<file path="config.mk">
export PLATFORM = sky130hd
export DESIGN_NAME = gcs_div_cell
export DESIGN_NICKNAME = d
export VERILOG_FILES = /design/src/rtl/gcs_pkg.sv /design/src/rtl/gcs_div_cell.sv
export SDC_FILE = /design/constraint.sdc
export NUM_CORES = 1
export LEC_CHECK = 0
export BUFFER_PORTS_ARGS = -buffer_cell sky130_fd_sc_hd__buf_2
export CORE_AREA = 3 3 195 197
export CTS_CLUSTER_DIAMETER = 100
export DETAILED_ROUTE_END_ITERATION = 8
export DIE_AREA = 0 0 198 200
export GPL_TIMING_DRIVEN = 1
export PLACE_DENSITY_LB_ADDON = 0.15
export SLEW_MARGIN = 20
export SYNTH_ARGS = -nofsm -noshare
export SYNTH_HDL_FRONTEND = slang
export SYNTH_SLANG_ARGS = --single-unit
export TNS_END_PERCENT = 5
</file>
<file path="constraint.sdc">
create_clock -name i_clk -period 5.35 [get_ports i_clk]
set_clock_uncertainty 0.15 [all_clocks]
set_input_delay 0.535 -clock i_clk [delete_from_list [all_inputs] [get_ports i_clk]]
set_output_delay 0.535 -clock i_clk [all_outputs]
set_load 0.01 [all_outputs]
</file>
<file path="src/rtl/gcs_pkg.sv">
`timescale 1ns / 1ps
package gcs_pkg;

    localparam int PALETTE_DEPTH = 256;
    localparam int IDX_BITS      = $clog2(PALETTE_DEPTH);
    localparam int COORD_BITS    = 12;
    localparam int SQRT_STEPS    = 23;
    localparam int DIV_STEPS     = 8;
    localparam int LATENCY       = 5 + SQRT_STEPS + DIV_STEPS + 1;

    localparam logic MODE_RADIAL = 1'b0;
    localparam logic FUNC_WRITE  = 1'b0;
    localparam logic FUNC_SAMPLE = 1'b1;

    typedef enum logic [2:0] {
        CFG_MODE   = 3'd0,
        CFG_FX     = 3'd1,
        CFG_FY     = 3'd2,
        CFG_RADIUS = 3'd3,
        CFG_SX     = 3'd4,
        CFG_SY     = 3'd5,
        CFG_COUNT  = 3'd6
    } t_cfg_idx;

    typedef struct packed {
        logic               mode;
        logic signed [15:0] fx;
        logic signed [15:0] fy;
        logic [14:0]        radius;
        logic signed [15:0] sx;
        logic signed [15:0] sy;
        logic [8:0]         count;
    } t_cfg;

    typedef struct packed {
        logic                valid;
        logic                func;
        logic [IDX_BITS-1:0] eidx;
        logic [7:0]          esym;
    } t_ctl;

    typedef struct packed {
        t_ctl        ctl;
        logic        use_sqrt;
        logic        done;
        logic        degen;
        logic [7:0]  idx;
        logic [45:0] sq_v;
        logic [45:0] sq_res;
        logic [45:0] sq_bit;
        logic [41:0] num;
        logic [41:0] dsh;
    } t_item;

endpackage

</file>
<file path="src/rtl/gcs_div_cell.sv">
`timescale 1ns / 1ps
module gcs_div_cell import gcs_pkg::*; (
    input  logic  i_clk,
    input  logic  i_rst_n,
    input  t_item i_item,
    output t_item o_item
);

    t_item r_item;
    t_item n_item;

    always_comb begin
        n_item = i_item;
        if (i_item.ctl.valid && !i_item.done) begin
            if (i_item.num >= i_item.dsh) begin
                n_item.num = i_item.num - i_item.dsh;
                n_item.idx = {i_item.idx[6:0], 1'b1};
            end else begin
                n_item.idx = {i_item.idx[6:0], 1'b0};
            end
            n_item.dsh = i_item.dsh >> 1;
        end
    end

    always_ff @(posedge i_clk) begin
        if (!i_rst_n) begin
            r_item.ctl.valid <= 1'b0;
        end else begin
            r_item <= n_item;
        end
    end

    assign o_item = r_item;

endmodule

</file>
==> out/qor.yml <==
status: "finished clean"
fin_crit_sh_pct: 64.29
grt_start_max_net_pins: 124
h-tree-depth: 1
area_growth_syn_to_layout_pct: 51.35
path_clk_slew_ns: 0.06
synth_area_per_cell_um2: 13.61
async_reset_ff_share_pct: 0
clock-sinks: 251
cts_made_buffers: 30
clock_power_share_pct: 37.4
post_dp_cell_area_um2: 13990
ys_types: 63
netlist_area_um2: 10930
cellPowerDensity_nw_per_um2: 321.1
place_inst: 1756
drt_iter0_drc: 448
overflow: 0
syn_inst: 803
finalNonFillerCells: 1971
rsz0062_at_grt: "no"
crit_fanout: 25
synthFlopType: "edfxtp_1"
period_needed_ns: 3.440
final_cell_mix: "502 x buf_2, 250 x edfxtp_1, 158 x dlygate4sd3_1"
sequentialPowerShare_pct: 45.2
synth_nets: 1099
report.final.slew_viol_count: 0
arrival_ns: 3.61
grt_pass1_vias: 9150
wire_per_inst_um: 20.51
largest_reg_flops: 251
drc_errors: 0
die_h_um: 200
row_count: 70
drt_wl_total_um: 40430
internal-power_mw: 3.931
finalWeightedCongestion: 0.8258
start_kind: "primary input"
final_area_um2: 16540
fmax_ghz: 0.2907
synth-seq-cells: 251
worstMarginPinSlew_ns: 0.8749
startpoint: "i_item[42]"
cp-endpoint: "o_item[75]$_DFFE_PP_"
synth_warnings: 0
end_kind: "flip-flop"
num_vias: 9065
crit_type: "in -> reg"
grt_pass1_wl_um: 57070
antenna_found_initial: 13
dr.pass1.iters: 5
finalSetupViolations: 0
track_usage_pct: 19.13
dieWidth_um: 198
hold_class: "in -> reg"
synth_edf_count: 250
ctsResizeCount: 0
slew_headroom_pct: 41.67
p_leak_nw: 7.335
die_area_um2: 39600
port_buffers: 503
swShare_pct: 25.96
cts_tree: "built"
initial_core_util_pct: 29.99
yosysTopAreaCellShare_pct: 68.71
clk_path_buf_depth: 3
mostFrequentLayoutCell: "buf_2"
synth_seq_area_share_pct: 68.90
ant_nets: 0
avgViaCountPerCell: 4.599
drive_gt1_share_pct: 38.38
dp_hpwl_um: 30600
maxCapViolCount: 0
fin_nets: 1774
p_sw_mw: 1.378
power.total_mw: 5.309
hold_viol_final: 0
io_pins: 504
ir_drop_mv: 0.2416
cts_root_buffer: "clkbuf_16"
final_util_pct: 45.38
synth_top_area_cell: "edfxtp_1"
crit_required_ns: 5.52
p_comb_share_pct: 17.4
synth_area_leaders: "edfxtp_1 69%, ha_1 4.8%, o21ai_0 4.3%"
fin_setup_tns_ns: 0
core_um2: 36430
-- cell usage after synthesis (all sizes together), types with 7 or more instances --
| cell | count |
|---|---|
| nand3 | 8 |
| buf | 14 |
| o21bai | 10 |
| nand2 | 99 |
| nor2 | 18 |
| a21o | 25 |
| o21ai | 98 |
| nand4 | 11 |
| xor2 | 12 |
| ha | 42 |
| inv | 55 |
| xnor2 | 27 |
| clkbuf | 10 |
| a31oi | 7 |
| and3 | 7 |
| mux2 | 10 |
| edfxtp | 250 |
| a21oi | 42 |
-- cell families (layout without fill, tap and decap cells) --
logic type	count (synthesis)	after routing	share of synthesized area, %
flip-flops	251	251	68.90
AO/OA/AOI/OAI	211	211	11.99
AND/OR/NAND/NOR	169	169	6.929
buffers and inverters	79	774	2.909
adder cells (fa/ha/maj)	43	43	4.993
XOR/XNOR	39	39	3.126
multiplexers	11	11	1.157
other	0	5	0
-- routing by layer --
layer,share of wire (%),global-route usage (%)
met1,38,21.83
met2,49,33.11
met3,7.8,6.193
met4,4.8,8.336
met5,0.24,0
-- worst min path at each step --
| stage | startpoint | endpoint | slack, ns | cells after the start |
|---|---|---|---|---|
| 5_1_grt | i_item[250] | o_item[250]$_SDFF_PN0_ | 0.06 | 2 |
| 4_1_cts | i_item[250] | o_item[250]$_SDFF_PN0_ | 0.03 | 2 |
| 6_report | i_item[250] | o_item[250]$_SDFF_PN0_ | 0.07 | 2 |
| 3_5_place_dp | i_item[192] | o_item[192]$_DFFE_PP_ | 0.56 | 1 |
| 3_3_place_gp | i_item[101] | o_item[101]$_DFFE_PP_ | 0.56 | 1 |
| 2_1_floorplan | i_item[100] | o_item[100]$_DFFE_PP_ | 0.48 | 0 |
-- layout make-up --
type / instances / area [µm²]
Antenna cell: 5 / 12.51
Clock buffer: 35 / 769.5
Clock inverter: 17 / 178.9
Multi-Input combinational cell: 473 / 3089
Sequential cell: 251 / 7527
Timing Repair Buffer: 667 / 4167
Inverter: 55 / 206.4
Fill cell: 3436 / 19900
Tap cell: 468 / 585.6
-- repair_timing --
action | 4_1_cts | 5_1_grt
endpoints found under the hold margin | 158 | 0
buffers inserted | 0 | 0
hold buffers | 158 | 0
-- metrics by stage --
step / hold slack [ns] / setup slack, ns
detailed placement: 0.5631 / 1.255
floorplan: 0.4839 / 2.144
global route: 0.06030 / 1.636
global placement: 0.5616 / 1.338
finish: 0.07341 / 1.910
CTS: 0.03344 / 1.863
-- critical path: stages --
cell	delay, ns
buf_2	0.11
inv_1	0.05
ha_1	0.16
inv_1	0.06
fa_1	0.41
a21oi_1	0.23
o22ai_1	0.15
o21ai_1	0.23
o211ai_2	0.19
a2bb2oi_2	0.27
a21oi_4	0.09
nand3_1	0.09
a21o_2	0.37
buf_4	0.33
mux2_4	0.32
-- power by group through the flow --
stage / clock network, mW / logic, mW / registers, mW
after floorplan: 0 / 0.309 / 2.53
after global placement: 0 / 0.830 / 2.44
after detailed placement: 0 / 0.832 / 2.44
after CTS: 2.05 / 0.937 / 2.40
after global routing: 2.12 / 1.01 / 2.41
final: 1.99 / 0.925 / 2.40
Note: power is estimated with default switching activity, not from simulation.
