### src/rtl/gcs_pkg.sv
`timescale 1ns / 1ps
package gcs_pkg;

    localparam int PALETTE_DEPTH = 256;
    localparam int IDX_BITS      = $clog2(PALETTE_DEPTH);
    localparam int COORD_BITS    = 12;
    localparam int SQRT_STEPS    = 23;
    localparam int DIV_STEPS     = 8;
    localparam int LATENCY       = 5 + SQRT_STEPS + DIV_STEPS + 1;

    localparam logic MODE_RADIAL = 1'b0;
    localparam logic FUNC_WRITE  = 1'b0;
    localparam logic FUNC_SAMPLE = 1'b1;

    typedef enum logic [2:0] {
        CFG_MODE   = 3'd0,
        CFG_FX     = 3'd1,
        CFG_FY     = 3'd2,
        CFG_RADIUS = 3'd3,
        CFG_SX     = 3'd4,
        CFG_SY     = 3'd5,
        CFG_COUNT  = 3'd6
    } t_cfg_idx;

    typedef struct packed {
        logic               mode;
        logic signed [15:0] fx;
        logic signed [15:0] fy;
        logic [14:0]        radius;
        logic signed [15:0] sx;
        logic signed [15:0] sy;
        logic [8:0]         count;
    } t_cfg;

    typedef struct packed {
        logic                valid;
        logic                func;
        logic [IDX_BITS-1:0] eidx;
        logic [7:0]          esym;
    } t_ctl;

    typedef struct packed {
        t_ctl        ctl;
        logic        use_sqrt;
        logic        done;
        logic        degen;
        logic [7:0]  idx;
        logic [45:0] sq_v;
        logic [45:0] sq_res;
        logic [45:0] sq_bit;
        logic [41:0] num;
        logic [41:0] dsh;
    } t_item;

endpackage

### src/rtl/gcs_palette.sv
`timescale 1ns / 1ps
module gcs_palette import gcs_pkg::*; (
    input  logic       i_clk,
    input  logic       i_rst_n,
    input  t_item      i_item,
    output logic       o_valid,
    output logic [7:0] o_symbol,
    output logic [7:0] o_color_index,
    output logic       o_degenerate
);

    logic [7:0] r_mem [PALETTE_DEPTH];
    logic       r_valid;
    logic [7:0] r_symbol, r_idx;
    logic       r_degen;

    always_ff @(posedge i_clk) begin
        if (!i_rst_n) begin
            r_valid <= 1'b0;
        end else begin
            r_valid <= i_item.ctl.valid && (i_item.ctl.func == FUNC_SAMPLE);
        end
    end

    always_ff @(posedge i_clk) begin
        if (i_item.ctl.valid && (i_item.ctl.func == FUNC_WRITE)) begin
            r_mem[i_item.ctl.eidx] <= i_item.ctl.esym;
        end
        r_symbol <= r_mem[i_item.idx[IDX_BITS-1:0]];
        r_idx    <= i_item.idx;
        r_degen  <= i_item.degen;
    end

    assign o_valid       = r_valid;
    assign o_symbol      = r_symbol;
    assign o_color_index = r_idx;
    assign o_degenerate  = r_degen;

endmodule

### config.mk
export PLATFORM = sky130hd
export DESIGN_NAME = gcs_palette
export DESIGN_NICKNAME = d
export VERILOG_FILES = /design/src/rtl/gcs_pkg.sv /design/src/rtl/gcs_palette.sv
export SDC_FILE = /design/constraint.sdc
export NUM_CORES = 2
export LEC_CHECK = 0
export BUFFER_PORTS_ARGS = -buffer_cell sky130_fd_sc_hd__buf_2
export CAP_MARGIN = 5
export CORE_MARGIN = 2
export CORE_UTILIZATION = 40
export CTS_BUF_LIST = sky130_fd_sc_hd__clkbuf_4 sky130_fd_sc_hd__clkbuf_8
export DETAILED_ROUTE_END_ITERATION = 10
export SYNTH_ARGS = -nofsm -noshare
export SYNTH_HDL_FRONTEND = slang
export SYNTH_SLANG_ARGS = --single-unit
export TNS_END_PERCENT = 10
### constraint.sdc
create_clock -name i_clk -period 2.1 [get_ports i_clk]
set_input_delay 0.315 -clock i_clk [delete_from_list [all_inputs] [get_ports i_clk]]
set_output_delay 0.315 -clock i_clk [all_outputs]
set_load 0.02 [all_outputs]
==> summary.md <==
| Metric | Value |
|---|---|
| Status | finished with violations |
| Failing checks | negative setup slack |
| Final Hold Viols | 0 |
| Routed WL per cell | 26.9 um |
| Top-level port count | approximately 270 |
| Via-to-Cell Ratio | around 5.5 |
| GR Overflow Total | 0 |
| Critical path's slowest cell | nor4_4 |
| Clock root buffer | clkbuf_8 |
| Final Max Slew Viols | 0 |
| Clock Pin Slew Worst Setup and Hold Paths | 60 ps |
| Core ar. | 198000 um2 |
| Inst Count DP | 6971 |
| Worst R2R Path Depth | 6 |
| YS warnings | 0 |
| TritonCTS clock tree | yes |
| CP startpoint kind | flop |
| CP Max Fanout | 1 |
| Post-synth ARST share | 0% |
| Post-CTS setup buffer count | 0 |
| Final Cycle Share | 109% |
| VDD IR max | 0.000717 V |
| Synthesized cell area | 79700 um2 |
| CTS H-Tree Depth | 5 |
| Die width | 450 um |
| Post-DRT Antenna Nets | 0 |
| Initial antenna violation count | 7 |
| Die area | 203000 um2 |
| Tot Pwr | 85400 uW |
| PortBufs | 46 |
| Setup violators final | 7 |
| Global Route Usage Sum | 20.1% |
| Hold WC Path Type | in -> reg |
| Floorplan row count | 163 |
| Clock Latency Late Sink | about 1000 ps |
| DRT iter0 DRCs | 4205 |
| HPWL after DPL | 133000 um |
| Clock Tree Buf Depth | 4 |
| Largest net degree at the start of global routing | 87 |
| RSZ-0062 raised after global routing | true |
| Via count | 41700 |
| CTS buffer count | 350 |
| DR pass1 iterations | 7 |
| CP Buf/Inv Count | 1 |
| Vias in the first global route | around 43000 |
| Slew margin rel. | 42.2% |
| Worst-margin pin slew | about 860 ps |
| Post-synthesis sequential area ratio | approximately 78% |
| Setup Skew | around 65 ps |
| WP data arrival | 3210 ps |
| Syn_nets | 3979 |
| Synth Instances | 3726 |
| Syn_area_per_cell | approximately 21 um2 |
| Detailed Route WL | 205000 um |
| Initial core utilization | between 40 and 50% |
| Netlist cell types | between 50 and 60 |
| CP endpoint kind | flop |
| Total Nets Final | 4961 |
| Min cycle time layout | 2290 ps |
| Most frequent cells in the layout | 2048 x edfxtp_1, 682 x buf_4, 462 x mux4_2 |
| Clk sinks | about 2100 |
| CP required | 3010 ps |
| Hold depth | 2 |
| Placer Congestion | 0.852 |
| Ordered cell list for the critical path | mux4_2 > a22oi_2 > a21oi_2 > nor4_4 > buf_4 > nor4_2 |
| Setup WS post-layout | -193 ps |
| Post-synth EDFFs | between 2000 and 2500 |
| Crit path largest cell delay | between 600 and 700 ps |
| Area Growth Syn to Fin | 21.0% |
| Most common cell after layout, fill and taps aside | edfxtp_1 |
| Layout Cells excl Fill | ~7600 |
| Power density cells | 885 nW/um2 |
| Critical path class | reg -> reg |
| # DRC | 0 |
| First-pass GRT wire length | 298000 um |
| WP depth | 6 |
| F_max | approximately 440 MHz |
| Max-Cap Viols | 0 |
| Die Y | between 400 and 500 um |
| Synth Register Bits | 2066 |
| Static Leak | 0.0318 uW |
| Crit path max-delay family | simple AND/OR/NAND/NOR gates |
| Layout cells sized above 1 | 38.7% |
| Finished Core Util | between 40% and 50% |
| Prevailing post-synth register cell | edfxtp_1 |
| FILL cells | 16000 |
-- worst register-to-register path: cells and delay by family, from the launching register on --
kind                   cells  cell delay [ps]
and+or+nand+nor            2              660
DFF                        1              350
buffers and inverters      1              220
AOI/OAI and AO/OA          2              450
muxes                      1              490
-- cells in the mapped netlist (17+ instances only) --
master / number / area, um2
nor3_1: 17 / 85.1
edfxtp_1: 2048 / 61500
nor2_1: 272 / 1020
a22oi_1: 166 / 1250
o22ai_1: 18 / 113
buf_4: 24 / 180
nor2b_1: 17 / 106
nand2_1: 82 / 308
clkbuf_1: 106 / 398
buf_6: 23 / 259
buf_2: 42 / 210
a21oi_1: 71 / 355
a211oi_1: 17 / 128
nand3_1: 30 / 150
o221ai_1: 36 / 315
mux4_2: 462 / 10400
a22o_1: 21 / 184
dfxtp_1: 18 / 360
mux2i_1: 113 / 1130
-- final cells by class --
type	instances	area [um2]	area share, %
sequential	2066	61900	64.2
multi-input combinational	1429	16700	17.4
timing repair buffer	857	7770	8.06
clock buffer	495	6020	6.24
tap	2640	3300	3.43
clock inverter	114	692	0.717
antenna	9	22.5	0.0234
inverter	4	15.0	0.0156
-- state kept, by name (all words and copies together), names as in the netlist --
name and count:
r_mem 2048, o_color_index 8, o_symbol 8, o_degenerate 1, o_valid 1
-- per-stage QoR --
step	hold slack [ps]	setup TNS [ps]	setup WS [ps]	area [um2]
CTS	63.5	-1440	-151	96300
detailed placement	465	-7960	-1260	89100
floorplan	343	-38000	-47.4	79900
global placement	471	-8260	-1710	89100
finish	159	-536	-193	96400
global route	118	-864	-191	96400
-- final timing paths --
path                  from                to  slack (ps)
max           r_mem[47][1]       o_symbol[1]        -190
min            i_item[226]  o_color_index[4]         160
max reg2reg   r_mem[47][1]       o_symbol[1]        -190
min reg2reg  r_mem[102][1]       o_symbol[1]        1060
-- power breakdown --
part	total [uW]	switching (uW)	leakage, uW	internal [uW]
clock network	34900	15700	0.00357	19200
registers	45500	93.6	0.0186	45400
logic	4950	2880	0.00972	2080
-- routing by layer --
metal / part of all wire [%] / vias to the layer above / wire, um / GRT usage [%]
met4: 2.7 / 0 / 5600 / 6.20
met1: 42 / 22100 / 85400 / 27.7
met2: 48 / 1613 / 99000 / 32.5
met3: 7.3 / 347 / 15000 / 4.05
met5: 0 / - / 0 / 0
li1: - / 17700 / - / -
-- logic make-up (layout without fill, tap and decap cells) --
group / count (synthesis) / in the layout / share of synthesized area, %
DFF: 2066 / 2066 / 77.6
muxes: 578 / 578 / 14.5
and+or+nand+nor: 466 / 466 / 2.53
AOI/OAI and AO/OA: 385 / 385 / 3.51
buffers and inverters: 231 / 1470 / 1.84
other: 0 / 9 / 0
-- timing repair --
item | CTS | global route
resized for setup | 38 | 26
endpoints found under the setup margin | 17 | 13
hold buffers | 25 | 0
pin swaps | 11 | 7
hold endpoints to repair | 1903 | 0
Power figures use the tool's default switching activity.
