--- src/rtl/gcs_pkg.sv ---
`timescale 1ns / 1ps
package gcs_pkg;

    localparam int PALETTE_DEPTH = 256;
    localparam int IDX_BITS      = $clog2(PALETTE_DEPTH);
    localparam int COORD_BITS    = 12;
    localparam int SQRT_STEPS    = 23;
    localparam int DIV_STEPS     = 8;
    localparam int LATENCY       = 5 + SQRT_STEPS + DIV_STEPS + 1;

    localparam logic MODE_RADIAL = 1'b0;
    localparam logic FUNC_WRITE  = 1'b0;
    localparam logic FUNC_SAMPLE = 1'b1;

    typedef enum logic [2:0] {
        CFG_MODE   = 3'd0,
        CFG_FX     = 3'd1,
        CFG_FY     = 3'd2,
        CFG_RADIUS = 3'd3,
        CFG_SX     = 3'd4,
        CFG_SY     = 3'd5,
        CFG_COUNT  = 3'd6
    } t_cfg_idx;

    typedef struct packed {
        logic               mode;
        logic signed [15:0] fx;
        logic signed [15:0] fy;
        logic [14:0]        radius;
        logic signed [15:0] sx;
        logic signed [15:0] sy;
        logic [8:0]         count;
    } t_cfg;

    typedef struct packed {
        logic                valid;
        logic                func;
        logic [IDX_BITS-1:0] eidx;
        logic [7:0]          esym;
    } t_ctl;

    typedef struct packed {
        t_ctl        ctl;
        logic        use_sqrt;
        logic        done;
        logic        degen;
        logic [7:0]  idx;
        logic [45:0] sq_v;
        logic [45:0] sq_res;
        logic [45:0] sq_bit;
        logic [41:0] num;
        logic [41:0] dsh;
    } t_item;

endpackage

--- src/rtl/gcs_sqrt_cell.sv ---
`timescale 1ns / 1ps
module gcs_sqrt_cell import gcs_pkg::*; (
    input  logic  i_clk,
    input  logic  i_rst_n,
    input  t_item i_item,
    output t_item o_item
);

    t_item       r_item;
    t_item       n_item;
    logic [45:0] trial;

    assign trial = i_item.sq_res + i_item.sq_bit;

    always_comb begin
        n_item = i_item;
        if (i_item.ctl.valid && i_item.use_sqrt) begin
            if (i_item.sq_v >= trial) begin
                n_item.sq_v   = i_item.sq_v - trial;
                n_item.sq_res = (i_item.sq_res >> 1) + i_item.sq_bit;
            end else begin
                n_item.sq_res = i_item.sq_res >> 1;
            end
            n_item.sq_bit = i_item.sq_bit >> 2;
        end
    end

    always_ff @(posedge i_clk) begin
        if (!i_rst_n) begin
            r_item.ctl.valid <= 1'b0;
        end else begin
            r_item <= n_item;
        end
    end

    assign o_item = r_item;

endmodule

--- config.mk ---
export PLATFORM = sky130hd
export DESIGN_NAME = gcs_sqrt_cell
export DESIGN_NICKNAME = d
export VERILOG_FILES = /design/src/rtl/gcs_pkg.sv /design/src/rtl/gcs_sqrt_cell.sv
export SDC_FILE = /design/constraint.sdc
export NUM_CORES = 1
export LEC_CHECK = 0
export BUFFER_PORTS_ARGS = -buffer_cell sky130_fd_sc_hd__buf_4
export CORE_MARGIN = 4
export CORE_UTILIZATION = 42
export CTS_BUF_LIST = sky130_fd_sc_hd__clkbuf_16
export CTS_CLUSTER_SIZE = 12
export DETAILED_ROUTE_END_ITERATION = 12
export GPL_TIMING_DRIVEN = 0
export PLACE_DENSITY = 0.71
export SETUP_SLACK_MARGIN = 0.3
export SYNTH_ARGS = -nofsm -noshare
export SYNTH_HDL_FRONTEND = slang
export SYNTH_SLANG_ARGS = --single-unit
--- constraint.sdc ---
create_clock -name i_clk -period 7.1 [get_ports i_clk]
set_input_delay 0.355 -clock i_clk [delete_from_list [all_inputs] [get_ports i_clk]]
set_output_delay 0.355 -clock i_clk [all_outputs]
set_load 0.02 [all_outputs]
==> results of run 1 <==
-- synthesized netlist by cell type (3+ instances only) --
cell	count
o31ai_1	11
or2_2	3
and2_1	7
xnor2_1	61
nand4_1	26
o22ai_1	3
nand3b_1	4
mux2_2	3
o21a_1	12
o31a_1	4
and4_1	3
nand3_1	46
nor4_1	8
clkbuf_1	57
fa_1	3
a221o_1	3
or3_1	7
nor2_1	98
nand2b_1	17
a211oi_1	10
a31oi_1	38
a21oi_1	168
inv_1	45
nor2b_1	10
mux2i_1	4
a2111oi_0	4
nor3_1	15
xor2_1	52
o21bai_1	28
edfxtp_1	250
o211ai_1	14
a21o_1	70
nand2_1	325
a41oi_1	4
buf_2	7
and3_1	15
a21boi_0	4
a211o_1	3
o21ai_0	125
o2111ai_1	3
nor3b_1	4
ha_1	136
-- worst max-delay path, stage by stage --
cell and delay, ns:
buf_4 0.13, ha_1 0.27, clkbuf_1 0.25, a21o_1 0.18
a21o_1 0.15, a2111oi_0 0.10, o32a_1 0.40, a211oi_1 0.41
o21ai_0 0.23, o21ai_0 0.43, a31oi_1 0.17, xor2_1 0.19
ha_1 0.29, clkbuf_1 0.33, nand2_1 0.13, nor2_1 0.31
nand2_1 0.26, nor2_1 0.14, nand4_1 0.19, a41o_1 0.34
o41ai_4 0.09, nand2_2 0.22, buf_6 0.24, clkbuf_1 0.28
o21ai_0 0.52
-- stage by stage --
stage	util, %	setup slack (ns)	total power, mW	hold slack [ns]
after floorplan	-	2.00	3.15	0.454
after global placement	54.2	0.405	3.93	0.534
after detailed placement	54.4	0.355	3.94	0.534
after CTS	59.7	0.902	5.48	0.0367
after global routing	59.7	0.391	5.77	0.0603
final	59.7	0.790	5.49	0.0562
-- metal layers --
layer,wire length (um),share of wire (%),vias up
li1,-,-,7801
met1,26700,40,7836
met2,32100,48,689
met3,4730,7.1,156
met4,3370,5.0,2
met5,9,0.013,-
-- final cells by class --
| type | count | share of cell area [%] |
|---|---|---|
| clock inverter | 24 | 0.870 |
| tap | 518 | 2.78 |
| clock buffer | 29 | 3.11 |
| buffer | 69 | 1.23 |
| sequential | 251 | 32.3 |
| timing repair buffer | 618 | 21.3 |
| inverter | 45 | 0.725 |
| antenna | 7 | 0.0752 |
| multi-input combinational | 1387 | 37.6 |
-- power by group --
group / internal (mW) / total, mW / switching (mW) / leakage (nW)
combinational: 0.842 / 2.14 / 1.30 / 7.37
sequential: 1.81 / 1.86 / 0.0501 / 2.45
clock: 0.851 / 1.48 / 0.634 / 0.475
-- path summary, 6_finish.rpt --
path | from | to | slack [ns] | cells after the start
worst max-delay path | i_item[100] | o_item[176] | 0.79 | 25
worst min-delay path | i_item[192] | o_item[192] | 0.06 | 3
-- kinds of logic after synthesis --
| logic type | synth area share (%) |
|---|---|
| adder cells (fa/ha/maj) | 10.5 |
| flip-flops | 45.0 |
| AO/OA/AOI/OAI | 19.9 |
| XOR/XNOR | 5.91 |
| buffers and inverters | 2.72 |
| AND/OR/NAND/NOR | 15.5 |
| multiplexers | 0.441 |
==> impl_metrics.json, run 1 <==
{
  "rows": 72,
  "path_clk_slew_ns": 0.06,
  "min_path_type": "input pin to flip-flop",
  "grt_start_max_net_pins": 128,
  "grt_pass1_wl_mm": 100,
  "final_cell_mix": "buf_4 (503), nand2_1 (325), edfxtp_1 (250)",
  "grt_use_total_pct": 29.6,
  "grt_use_met3_pct": 5.03,
  "ys.flop_type": "edfxtp_1",
  "drive_above_1_share_pct": 23.4,
  "fin_nets": 2793,
  "dr.pass1.iters": 6,
  "synth_top_area_share_pct": 44.9,
  "portBuffers": 503,
  "cts_made_buffers": 29,
  "rsz0062_at_grt": "false",
  "yosysSeqAreaShare_pct": 45.0,
  "multi_input_area_um2": 8750,
  "clk_path_buf_depth": 3,
  "coreArea_um2": 39000,
  "hold_viol_final": 0,
  "min_period_ns": 6.31,
  "drtIter0Drc": 1447,
  "routed_wl_mm": 66.9,
  "finalInstanceArea_um2": 23300,
  "dp_hpwl_mm": 51.6,
  "cp-end-kind": "flip-flop",
  "postSynthCellCount": 1752,
  "cts_tree": "built",
  "status": "complete, no violations",
  "syn2layout_area_growth_pct": 39.2,
  "placed_area_um2": 21200,
  "finalMaxSlewViolations": 0,
  "maxSlewHeadroom_pct": 33.0,
  "post-cts-setup-buffers": 0,
  "setup_tns_ns": 0,
  "die_width_um": 208,
  "use_met1_pct": 36.9,
  "num_vias": 16484,
  "largest_reg_flops": 251,
  "clock-sinks": 251,
  "yosys_warnings": 0,
  "fin_cells": 2948,
  "worstMarginPinSlew_ns": 1.00,
  "ctsHoldBuffers": 113,
  "start_util_pct": 42.9,
  "viasPerCell": 5.59,
  "syn_area_per_cell_um2": 9.55,
  "ys_seq_elements": 251,
  "ioPinCount": 504,
  "cts.repair.resized": 0,
  "critical_path_arrival_ns": 6.63,
  "fill_cells": 3322,
  "yosysUniqueCellTypes": 70,
  "antenna_left": 0,
  "max-vdd-ir-drop_v": 0.000219,
  "first_global_vias": 16476,
  "setup_viol": 0,
  "p_leak_nw": 10.3,
  "power_density_nw_per_um2": 235,
  "grt_overflow": 0,
  "timing.final.crit_share_pct": 88.9,
  "drc": 0,
  "layout_commonest_cell": "buf_4",
  "top_usage_layer": "met2",
  "critPathLaunchType": "input pin",
  "antenna_found_initial": 8,
  "wl_per_cell_um": 22.7,
  "dieHeight_um": 208,
  "dp.cells": 2775,
  "crit_fanout": 10,
  "path_class": "input pin to flip-flop",
  "dieArea_um2": 43100,
  "register_area_um2": 7530,
  "maxCapViolCount": 0,
  "place_congestion": 0.960,
  "cts_root_buf": "clkbuf_16",
  "syn_nets": 2144,
  "max_freq_mhz": 158,
  "netlist_top_cells_area": "edfxtp_1 (45%), ha_1 (10%), nand2_1 (7.3%), a21oi_1 (5.0%), o21ai_0 (3.7%)",
  "synth_top_cell_by_area": "edfxtp_1",
  "async_flop_share_pct": 0,
  "synth_area_um2": 16700,
  "met2_usage_pct": 50.5,
  "required_ns": 7.42,
  "cts_max_level": 1,
  "synth_edf_count": 250
}
(Power assumes the default switching activity.)
==> run 2, diff against run 1 <==
--- a/config.mk
+++ b/config.mk
@@ -9,9 +9,9 @@
 export CORE_MARGIN = 4
 export CORE_UTILIZATION = 42
 export CTS_BUF_LIST = sky130_fd_sc_hd__clkbuf_16
-export CTS_CLUSTER_SIZE = 12
 export DETAILED_ROUTE_END_ITERATION = 12
 export GPL_TIMING_DRIVEN = 0
+export HOLD_SLACK_MARGIN = 0.15
 export PLACE_DENSITY = 0.71
 export SETUP_SLACK_MARGIN = 0.3
 export SYNTH_ARGS = -nofsm -noshare
==> constraint.sdc (replaced) <==
create_clock -name i_clk -period 6.13 [get_ports i_clk]
set_input_delay 0.3065 -clock i_clk [delete_from_list [all_inputs] [get_ports i_clk]]
set_output_delay 0.3065 -clock i_clk [all_outputs]
set_load 0.02 [all_outputs]
==> run 2 against run 1 <==
Against the previous run: sequential share of layout area shrank 2.1 points; highest routed layer unchanged; first-iteration DRC count grew 7.4%; core utilization grew 4.2 points; global-route usage grew 1.1 points; worst hold slack gained 0.098 ns.
==> impl_metrics.json, run 2 (same netlist as run 1, synthesis figures left out) <==
{
  "grt_use_total_pct": 30.7,
  "viasPerCell": 5.54,
  "p_clk_share_pct": 26.5,
  "syn2layout_area_growth_pct": 49.0,
  "utilization_pct": 63.9,
  "coreArea_um2": 39000,
  "required_ns": 6.50,
  "min_period_ns": 5.54,
  "grt_start_max_net_pins": 128,
  "finalMaxSlewViolations": 0,
  "swShare_pct": 36.1,
  "drc": 0,
  "dpl_worst_slack_ns": -0.566,
  "clock-sinks": 251,
  "timing.final.crit_share_pct": 90.4,
  "fin_nets": 2947,
  "hold_viol_final": 0,
  "power_density_nw_per_um2": 260,
  "clk_path_buf_depth": 3,
  "wl_per_cell_um": 22.4,
  "rsz0062_at_grt": "false",
  "maxSlewHeadroom_pct": 33.1,
  "ioPinCount": 504,
  "power.total_mw": 6.49,
  "first_global_vias": 17424,
  "min_path_type": "input pin to flip-flop",
  "portBuffers": 503,
  "timing.hold.ws_ns": 0.154,
  "final_cell_mix": "buf_4 (509), nand2_1 (325), dlygate4sd3_1 (262)",
  "max_freq_mhz": 180,
  "cp-end-kind": "flip-flop",
  "setup_viol": 0,
  "largest_reg_flops": 251,
  "grt_pass1_wl_mm": 105,
  "dr.pass1.iters": 5,
  "drive_above_1_share_pct": 22.9,
  "critPathLaunchType": "input pin",
  "cts_max_level": 1,
  "dieArea_um2": 43100,
  "antenna_left": 0,
  "setup_tns_ns": 0,
  "critical_path_arrival_ns": 5.91,
  "cts_root_buf": "clkbuf_16",
  "layout_commonest_cell": "buf_4",
  "dieHeight_um": 208,
  "rows": 72,
  "routed_wl_mm": 69.3,
  "p_leak_nw": 11.0,
  "path_class": "input pin to flip-flop",
  "seqPwrFrac_pct": 33.2,
  "place_congestion": 0.960,
  "p_switching_mw": 2.34,
  "cts_tree": "built",
  "dp_hpwl_mm": 51.6,
  "maxCapViolCount": 0,
  "setup_ws_ns": 0.589,
  "intPower_mw": 4.15,
  "crit_fanout": 10,
  "start_util_pct": 42.9,
  "max-vdd-ir-drop_v": 0.000255,
  "grt_overflow": 0,
  "antenna_found_initial": 7,
  "comb_power_share_pct": 40.3,
  "die_width_um": 208,
  "status": "complete, no violations",
  "num_vias": 17182,
  "cts_made_buffers": 29,
  "drtIter0Drc": 1554,
  "worstMarginPinSlew_ns": 1.00,
  "path_clk_slew_ns": 0.06
}
==> run 2: changes by cell type in the layout (fill, tap and decap cells not counted), sizes merged <==
cell and delta:
diode -1, clkbuf +1, buf +4, dlygate4sd3 +149
==> run 2: timing repair <==
| item | in CTS | in global routing |
|---|---|---|
| endpoints found under the setup margin | 72 | 92 |
| hold buffers | 262 | 0 |
| pin swaps | 0 | 2 |
| gates cloned | 0 | 0 |
| gates resized for setup | 8 | 28 |
| buffers inserted | 0 | 5 |
| endpoints found under the hold margin | 267 | 0 |
==> run 2: cell type report <==
type	count	area, um^2
Clock buffer	29	726
Fill cell	3119	14100
Inverter	45	169
Timing Repair Buffer	772	6500
Multi-Input combinational cell	1387	8850
Buffer	69	302
Sequential cell	251	7530
Clock inverter	24	203
Tap cell	518	648
Antenna cell	6	15.0
==> run 2: path summary, 6_finish.rpt <==
check        start           to  depth (start not counted)
max    i_item[100]  o_item[134]                         25
min     i_item[87]   o_item[87]                          3
==> run 2: per-layer routing <==
layer  GRT usage (%)  routed length [um]
met1            38.4               27900
met2            53.4               34100
met3            4.49                4400
met4            12.5                2980
met5               0                   9
==> run 2: critical path: stages <==
cell and delay [ns]:
buf_4 0.13, ha_1 0.28, clkbuf_1 0.18, a21o_1 0.22, a21o_1 0.21, a2111oi_2 0.37, o32a_1 0.25, nand2_1 0.11
a31oi_2 0.29, o21bai_1 0.09, a21oi_1 0.23, xor2_2 0.29, ha_4 0.22, and4_1 0.21, nand3_1 0.15, or4_1 0.59
nor2_1 0.12, nand4_1 0.19, a41o_1 0.34, o41ai_4 0.07, buf_4 0.19, buf_4 0.20, clkbuf_4 0.28, nand2_1 0.07
a31oi_1 0.29
==> run 2: through the flow <==
stage / cells / area (um^2)
floorplan: 1752 / 16700
global placement: 2773 / 21200
detailed placement: 2775 / 21200
CTS: 3090 / 24800
global route: 3101 / 24900
finish: 3101 / 24900
==> run 2: power by group through the flow <==
stage	Combinational, mW	Clock (mW)	Sequential [mW]
2_1_floorplan	1.25	0	2.39
3_3_place_gp	2.36	0	2.19
3_5_place_dp	2.38	0	2.18
4_1_cts	2.55	1.74	2.15
5_1_grt	2.83	1.83	2.17
6_report	2.62	1.72	2.15
==> run 3, diff against run 2 <==
--- a/config.mk
+++ b/config.mk
@@ -6,7 +6,8 @@
 export NUM_CORES = 1
 export LEC_CHECK = 0
 export BUFFER_PORTS_ARGS = -buffer_cell sky130_fd_sc_hd__buf_4
-export CORE_MARGIN = 4
+export CORE_ASPECT_RATIO = 1.1
+export CORE_MARGIN = 5
 export CORE_UTILIZATION = 42
 export CTS_BUF_LIST = sky130_fd_sc_hd__clkbuf_16
 export DETAILED_ROUTE_END_ITERATION = 12
==> run 3 against run 2 <==
Against the previous run: clock-buffer cell count down 1; via count down 0.38%; core utilization down 1.0 points; total power down 1.2%; setup slack worse by 0.082 ns; die area up 1.9%; critical path type unchanged.
==> impl_metrics.json, run 3 (same netlist as run 1, synthesis figures left out) <==
{
  "maxCapViolCount": 0,
  "finalMaxSlewViolations": 0,
  "ioPinCount": 504,
  "antenna_left": 0,
  "fin_nets": 2934,
  "path_class": "input pin to flip-flop",
  "first_global_vias": 16962,
  "dr.pass1.iters": 5,
  "power_density_nw_per_um2": 260,
  "fin_cells": 3071,
  "coreArea_um2": 39300,
  "maxSlewHeadroom_pct": 34.7,
  "min_period_ns": 5.62,
  "timing.final.crit_share_pct": 91.7,
  "setup_viol": 0,
  "drtIter0Drc": 1387,
  "cp-end-kind": "flip-flop",
  "grt_use_total_pct": 29.9,
  "utilization_pct": 62.9,
  "hold_path.startpoint": "i_item[135]",
  "clock-sinks": 251,
  "power.total_mw": 6.41,
  "start_util_pct": 42.6,
  "final_cell_mix": "buf_4 (504), nand2_1 (325), dlygate4sd3_1 (255)",
  "wl_per_cell_um": 22.8,
  "p_leak_nw": 10.9,
  "viasPerCell": 5.57,
  "grt_pass1_wl_mm": 103,
  "dr_wl_met3_mm": 5.30,
  "clk_path_buf_depth": 3,
  "met2_length_mm": 33.9,
  "cts_root_buf": "clkbuf_16",
  "status": "complete, no violations",
  "path_clk_slew_ns": 0.06,
  "crit_fanout": 10,
  "cp_slowest_stage_delay_ns": 0.56,
  "grt_start_max_net_pins": 130,
  "required_ns": 6.42,
  "drive_above_1_share_pct": 22.7,
  "critPathSlowestCell": "or4_1",
  "die_width_um": 200,
  "dieArea_um2": 43900,
  "worstMarginPinSlew_ns": 0.979,
  "num_vias": 17116,
  "cts_max_level": 1,
  "hold_viol_final": 0,
  "cp_num_buf_inv": 4,
  "critPathLaunch": "i_item[100]",
  "fill_cells": 3117,
  "antenna_found_initial": 4,
  "highest_layer": "met4",
  "portBuffers": 503,
  "grt_overflow": 0,
  "dp.cells": 2763,
  "cts_tree": "built",
  "path_delay_family": "compound AO/OA/AOI/OAI gates",
  "syn2layout_area_growth_pct": 47.6,
  "setup_tns_ns": 0,
  "rows": 76,
  "cts_made_buffers": 28,
  "critPathLaunchType": "input pin",
  "routed_wl_mm": 69.9,
  "layout_commonest_cell": "buf_4",
  "critical_path_arrival_ns": 5.91,
  "dp_hpwl_mm": 53.1,
  "drc": 0,
  "max-vdd-ir-drop_v": 0.000214,
  "timing.hold.ws_ns": 0.179,
  "largest_reg_flops": 251,
  "place_congestion": 0.948,
  "max_freq_mhz": 178,
  "rsz0062_at_grt": "true",
  "min_path_type": "input pin to flip-flop",
  "dieHeight_um": 219,
  "wl_met1_mm": 27.7
}
## run 3: area by class of cell
class | instances | area, um^2 | share of cell area [%]
Multi-Input combinational cell | 1387 | 8800 | 35.6
Sequential cell | 251 | 7530 | 30.5
Timing Repair Buffer | 760 | 6370 | 25.8
Clock buffer | 28 | 701 | 2.84
Tap cell | 507 | 634 | 2.57
Buffer | 69 | 297 | 1.20
Clock inverter | 22 | 191 | 0.775
Inverter | 45 | 169 | 0.684
Antenna cell | 2 | 5.00 | 0.0203
## run 3: worst paths after layout
check	endpoint	slack (ns)	depth (start not counted)
min	o_item[134]	0.18	3
max	o_item[213]	0.51	25
## run 3: stage by stage
| step | instance area, um^2 | setup slack, ns |
|---|---|---|
| 2_1_floorplan | 16700 | 1.08 |
| 3_3_place_gp | 21100 | -0.488 |
| 3_5_place_dp | 21200 | -0.410 |
| 4_1_cts | 24600 | 0.307 |
| 5_1_grt | 24700 | 0.232 |
| 6_report | 24700 | 0.507 |
## run 3: power by group
| group | total (mW) | switching [mW] | internal (mW) |
|---|---|---|---|
| Sequential | 2.15 | 0.0589 | 2.09 |
| Clock | 1.67 | 0.716 | 0.953 |
| Combinational | 2.59 | 1.54 | 1.05 |
| Total | 6.41 | 2.32 | 4.10 |
## run 3: layer usage
| layer | GRT usage (%) | up-vias |
|---|---|---|
| met5 | 0 | - |
| met3 | 4.30 | 132 |
| met4 | 12.0 | 0 |
| li1 | - | 8066 |
| met2 | 51.9 | 805 |
| met1 | 38.0 | 8113 |
## run 3: tightest hold or removal path: stages
cell	delay [ns]
buf_4	0.13
nand2_1	0.05
a31oi_1	0.08
## run 3: repair_timing
item / in CTS / in global routing
setup buffers: 0 / 1
setup endpoints to repair: 33 / 92
gates resized for setup: 3 / 22
gates cloned: 0 / 0
hold buffers: 255 / 0
endpoints found under the hold margin: 233 / 0
pin swaps: 0 / 0
